<file path="src/rtl/ffca_pkg.sv">
// ============================================================================
// ffca_pkg
// Shared constants, codes and types of the first-fit coalescing allocator.
// ============================================================================
package ffca_pkg;

    localparam int PAGE_BYTES   = 4096;
    localparam int FREE_SLOTS   = 64;
    localparam int USED_SLOTS   = 256;
    localparam int HEADER_BYTES = 32;

    localparam int FREE_IDX_W = $clog2(FREE_SLOTS);
    localparam int FREE_CNT_W = FREE_IDX_W + 1;
    localparam int USED_IDX_W = $clog2(USED_SLOTS);
    localparam int USED_CNT_W = USED_IDX_W + 1;

    localparam logic [31:0] HDR32   = 32'(HEADER_BYTES);
    localparam logic [31:0] PAGE32  = 32'(PAGE_BYTES);
    localparam logic [31:0] GRAIN32 = 32'd16;
    localparam logic [31:0] ROUND32 = 32'd15;

    typedef enum logic [1:0] {
        KIND_ALLOC    = 2'd0,
        KIND_FREE     = 2'd1,
        KIND_ADD_PAGE = 2'd2,
        KIND_NOP      = 2'd3
    } kind_t;

    typedef enum logic [2:0] {
        ST_OK         = 3'd0,
        ST_ZERO_SIZE  = 3'd1,
        ST_TOO_LARGE  = 3'd2,
        ST_NO_FIT     = 3'd3,
        ST_DOUBLE     = 3'd4,
        ST_UNKNOWN    = 3'd5,
        ST_TABLE_FULL = 3'd6
    } status_t;

    typedef struct packed {
        logic [31:0] start;
        logic [31:0] bytes;
    } free_entry_t;

    typedef struct packed {
        logic [31:0] start;
        logic [15:0] bytes;
    } used_entry_t;

endpackage

</file>
<file path="src/rtl/ffca_cell.sv">
// ============================================================================
// ffca_cell
// One slot of the free table; loads the entry on its d input on shift.
// ============================================================================
module ffca_cell
    import ffca_pkg::*;
(
    input  logic        clk,
    input  logic        shift,
    input  free_entry_t d,
    output free_entry_t q
);

    free_entry_t entry_reg;

    always_ff @(posedge clk)
    begin
        if (shift)
        begin
            entry_reg <= d;
        end
    end

    assign q = entry_reg;

endmodule

</file>
<file path="src/rtl/ffca_free_chain.sv">
// ============================================================================
// ffca_free_chain
// Row of free-table cells shifting toward the head; the tail takes the
// controller's rewritten stream.
// ============================================================================
module ffca_free_chain
    import ffca_pkg::*;
(
    input  logic        clk,
    input  logic        shift,
    input  free_entry_t tail,
    output free_entry_t head,
    output free_entry_t second
);

    free_entry_t cell_q [FREE_SLOTS];

    for (genvar i = 0; i < FREE_SLOTS; i++)
    begin : g_cell
        free_entry_t cell_d;
        if (i == FREE_SLOTS - 1)
        begin : g_last
            assign cell_d = tail;
        end
        else
        begin : g_mid
            assign cell_d = cell_q[i + 1];
        end
        ffca_cell u_cell (
            .clk   (clk),
            .shift (shift),
            .d     (cell_d),
            .q     (cell_q[i])
        );
    end

    assign head   = cell_q[0];
    assign second = cell_q[1];

endmodule

</file>
<file path="config.mk">
export PLATFORM = sky130hd
export DESIGN_NAME = ffca_free_chain
export DESIGN_NICKNAME = d
export VERILOG_FILES = /design/src/rtl/ffca_pkg.sv /design/src/rtl/ffca_cell.sv /design/src/rtl/ffca_free_chain.sv
export SDC_FILE = /design/constraint.sdc
export NUM_CORES = 2
export LEC_CHECK = 0
export ABC_CLOCK_PERIOD_IN_PS = 1600
export BUFFER_PORTS_ARGS = -buffer_cell sky130_fd_sc_hd__buf_2
export CAP_MARGIN = 20
export CORE_MARGIN = 3
export CORE_UTILIZATION = 29
export CTS_CLUSTER_DIAMETER = 50
export DETAILED_ROUTE_END_ITERATION = 10
export GPL_TIMING_DRIVEN = 0
export PLACE_DENSITY = 0.51
export RECOVER_POWER = 100
export SLEW_MARGIN = 20
export SYNTH_ARGS = -nofsm -noshare
export SYNTH_HDL_FRONTEND = slang
export SYNTH_SLANG_ARGS = --single-unit
export TNS_END_PERCENT = 10
</file>
<file path="constraint.sdc">
create_clock -name clk -period 1.6 [get_ports clk]
set_input_delay 0.16 -clock clk [delete_from_list [all_inputs] [get_ports clk]]
set_output_delay 0.16 -clock clk [all_outputs]
set_load 0.02 [all_outputs]
</file>
== Word-level counts from Yosys, hierarchy flattened ==
Index checks and enable logic that the tools add are counted.

* Input bits: 66
* Register bits: 4096

== Longest topological paths before layout ==
* Word-level depth: 0
* Mapped depth: 0

== Cells and area by module ==
Synthesis repeated with hierarchy kept, for this count alone.

* Cell total of the unflattened synthesis: 4096
* Area total of the unflattened synthesis: 122998.0 um2

{| class="wikitable"
|+ Modules (own cells, without submodules)
! module !! cells each !! times used !! area an instance (um2)
|-
| ffca_cell || 64 || 64 || 1921.8
|}

== Worst setup path after synthesis ==
OpenSTA, ideal clock, no wires.

* Path type: reg2reg
* Start: register g_cell[1].u_cell.entry_reg, in the netlist g_cell[1].u_cell.q[0]
* End: register g_cell[0].u_cell.entry_reg, in the netlist g_cell[0].u_cell.q[0], data pin
* Required time: 1295 ps
* Stages on the path, launching flop included: 1
* Setup time: 305 ps
* Period minus slack after synthesis: 764 ps
* Arrival time: 459 ps
* Path slack: 836 ps
* Path buffers: 0
* Cell sequence: edfxtp_1

{| class="wikitable"
|+ RTL lines
! element !! line !! text
|-
| start: declaration || ffca_cell.sv:14 || <nowiki>free_entry_t entry_reg;</nowiki>
|-
| start signal: assignment || ffca_cell.sv:20 || <nowiki>entry_reg <= d;</nowiki>
|-
| end signal: assignment || ffca_cell.sv:20 ||
|-
| end: declaration || ffca_cell.sv:14 ||
|}

No word-level cell between the ends.

== Worst setup path in the final report ==
* Start: input shift
* End: register g_cell[1].u_cell.entry_reg, in the netlist g_cell[1].u_cell.q[7], enable pin

{| class="wikitable"
|+ RTL lines
! element !! line !! text
|-
| start: declaration || ffca_free_chain.sv:10 || <nowiki>input logic shift,</nowiki>
|}

No word-level cell between the ends.

==> reports/results.ini <==
[place]
gpl.final_weighted_congestion = 0.598
placement.cell_area_um2 = 132000
post-dp-hpwl_mm = 37.7
post-place-cells = 9958
io_buffer_count = 193

[cells_and_area]
stdcell_count = 11000
largest_register_ffs = 4096
layout.core_utilization_pct = 35.2
final_area_um2 = 148000
multi_input_comb_cells = 0
post_route_cells_drive_above_1_share_pct = 17.5
area_delta_synth_final_pct = 20.7
total_area_of_multi_input_combinational_cells_um2 = 0
nNetsFinal = 5017

[routing]
detail_route.vias_per_cell = 3.56
ant_nets = 0
met3_wirelength_mm = 7.54
vias = 39000
met2_wirelength_mm = 52.8
post_drt_wl_per_cell_um = 10.8
drtIter0Drc = 2787
route.final.wire_length_mm = 118
top_layer = met4
detailedRoute.firstPassIterationCount = 5
detail_route.drc_violations = 0
met1Wirelength_mm = 51.5

[global_route]
number_of_antenna_violations_at_the_first_check_in_global_routing = 2
first_global_vias = 39300
grt_max_degree = 160
grt_use_total_pct = 5.26
global_route_wire_length_before_repair_mm = 191
grt_overflow = 0

[worst_hold_path]
min-delay-path-class = in2reg
min_delay_worst_endpoint = g_cell[37].u_cell.q[53]
worstHoldPathCells = 3
worst_hold_start = shift

[floorplanning]
i_o_pin_count = 194
die_y_um = 657
placementRows = 238
die_area_um2 = 432000
start_util_pct = 29.2
die_width_um = 657
fp.coreArea_um2 = 421000

[sta]
worstMarginPinSlew_ns = 1.77
share_of_the_cycle_needed_by_the_critical_path_after_routing_pct = 106
final.min_clock_period_ns = 1.70
final-max-slew-violation-count = 78
fin_hold_ws_ns = 0.00720
slew-limit-headroom_pct = -18.1
setup_viol_count_final = 126
timing.clock.skew_ns = 0.0235
finalWorstSetupSlack_ns = -0.0961
unrepaired_setup_endpoints_after_global_routing = yes
timing_hold_violations_final = 0
clock.fmax_mhz = 590

[logic_synthesis]
synth.net_count = 4162
synth-edff-count = 4096
synth.cell_area_um2 = 123000
synth_cells = 4096
synth.yosys.seq_area_share_pct = 100
synth.distinct_cells = 1
avg_inst_size_synth_um2 = 30.0
yosys_most_used_dff = sky130_fd_sc_hd__edfxtp_1
ys.warnings.count = 0
postSynthRegisterBits = 4096
post-synth-top-count-cell = sky130_fd_sc_hd__edfxtp_1
synth.top_cells.by_count = sky130_fd_sc_hd__edfxtp_1 (4,096)
synth_area_leaders = sky130_fd_sc_hd__edfxtp_1 (100%)
asyncSetResetFlopFracSynth_pct = 0
fraction_of_post_synthesis_cell_area_in_the_top_cell_type_by_area_pct = 100
synth.largest_area_cell = sky130_fd_sc_hd__edfxtp_1

[clock_network]
cts.sink_count = 4096
cts_tree = yes
clk_pin_slew_worst_paths_ns = 0.06
clk_lat_worst_skew_ns = 0.90
root_buffer = sky130_fd_sc_hd__clkbuf_16
cts-htree-levels = 5
cts_inserted_buffers = 445
cts-root-to-sink-buffers = 4

[power_and_ir_drop]
fin_total_pwr_uw = 229000
static-leakage-power_uw = 0.0492
power_per_cell_area_nw_per_um2 = 1540
max-vdd-ir-drop_mv = 0.928

[critical_path]
crit_path_top_delay_cell = sky130_fd_sc_hd__buf_6
worstPathCellList = buf_16 > buf_16 > buf_6 > buf_16
r2r_cells = 1
reg2reg_from = g_cell[1].u_cell.q[58]
cp-start-kind = input pin
cp_num_buf_inv = 4
crit_top_cell = sky130_fd_sc_hd__buf_16
worst-path-max-fanout = 143
internal_reg_to_reg_setup_slack_ns = 0.81
critPathMaxStageDelay_ns = 0.78
worst-endpoint-required_ns = 2.11
worst_path_dominant_cell_family = buffers and inverters
setup.worst_path.end_class = flip-flop
setup.worst_path.class = in2reg
regToRegEndpoint = g_cell[0].u_cell.q[58]
worst_ep_arrival_time_ns = 2.20

[status]
violated_checks = max-capacitance violations, max-slew violations, negative setup slack
run_status = complete, but fails checks

[flow_run]
max-cap-violations = 1

==> layout by cell type (no fill, tap or decap), drive strengths merged <==
master	netlist	layout
edfxtp	4096	4096
buf	0	233
bufbuf	0	1
diode	0	1
clkinv	0	155
clkinvlp	0	29
clkbuf	0	565
clkdlybuf4s25	0	4
dlygate4sd3	0	139
inv	0	52
bufinv	0	46
==> power by group <==
part	internal, uW	switching, uW	leakage (uW)
Sequential	125000	1180	0.0401
Clock	60000	39700	0.00709
Combinational	702	2340	0.00199
Total	186000	43200	0.0492
==> tightest hold or removal path: cells and delay by family <==
family | cells | cell delay, ns
buf+inv | 3 | 0.45
==> logic make-up after synthesis <==
| kind of cell | count (synthesis) | synth area share [%] |
|---|---|---|
| flops | 4096 | 100 |
==> worst max path at each step <==
stage	cells past startpoint	end	startpoint	slack (ns)
after global routing	1	second[59]	g_cell[1].u_cell.q[59]	-0.16
after CTS	1	second[59]	g_cell[1].u_cell.q[59]	-0.18
after floorplan	0	g_cell[0].u_cell.q[0]	g_cell[1].u_cell.q[0]	0.84
final	4	g_cell[1].u_cell.q[7]	shift	-0.1
after global placement	1	g_cell[0].u_cell.q[36]	shift	-63.10
after detailed placement	7	g_cell[0].u_cell.q[46]	shift	-3.17
==> metal layers <==
layer | global-route usage [%] | vias to the layer above
met5 | 0 | -
met4 | 3.26 | 0
met3 | 1.75 | 442
met2 | 8.11 | 725
met1 | 6.37 | 19200
li1 | - | 18700
==> through the flow <==
stage	setup TNS (ns)	worst slack, ns
floorplan	0	0.836
global placement	-	-63.10
detailed placement	-5609.12	-3.17
CTS	-17.77	-0.184
global route	-30.12	-0.159
finish	-5.47	-0.0961
==> repair_timing <==
| action | 4_1_cts | 5_1_grt |
|---|---|---|
| setup endpoints to repair | 2528 | 364 |
| hold endpoints to repair | 487 | 145 |
| resized for setup | 10 | 65 |
| gates cloned | 31 | 0 |
| setup buffers | 0 | 7 |
| hold buffers | 144 | 4 |
==> area by class of cell <==
cell class | instances | area (um^2)
flip-flops and latches | 4096 | 123000
fillers | 38300 | 273000
diodes | 1 | 2.50
clock inverters | 282 | 2860
clock buffers | 534 | 11800
well taps | 5640 | 7060
repair buffers | 408 | 3720
Note: power is estimated with default switching activity, not from simulation.
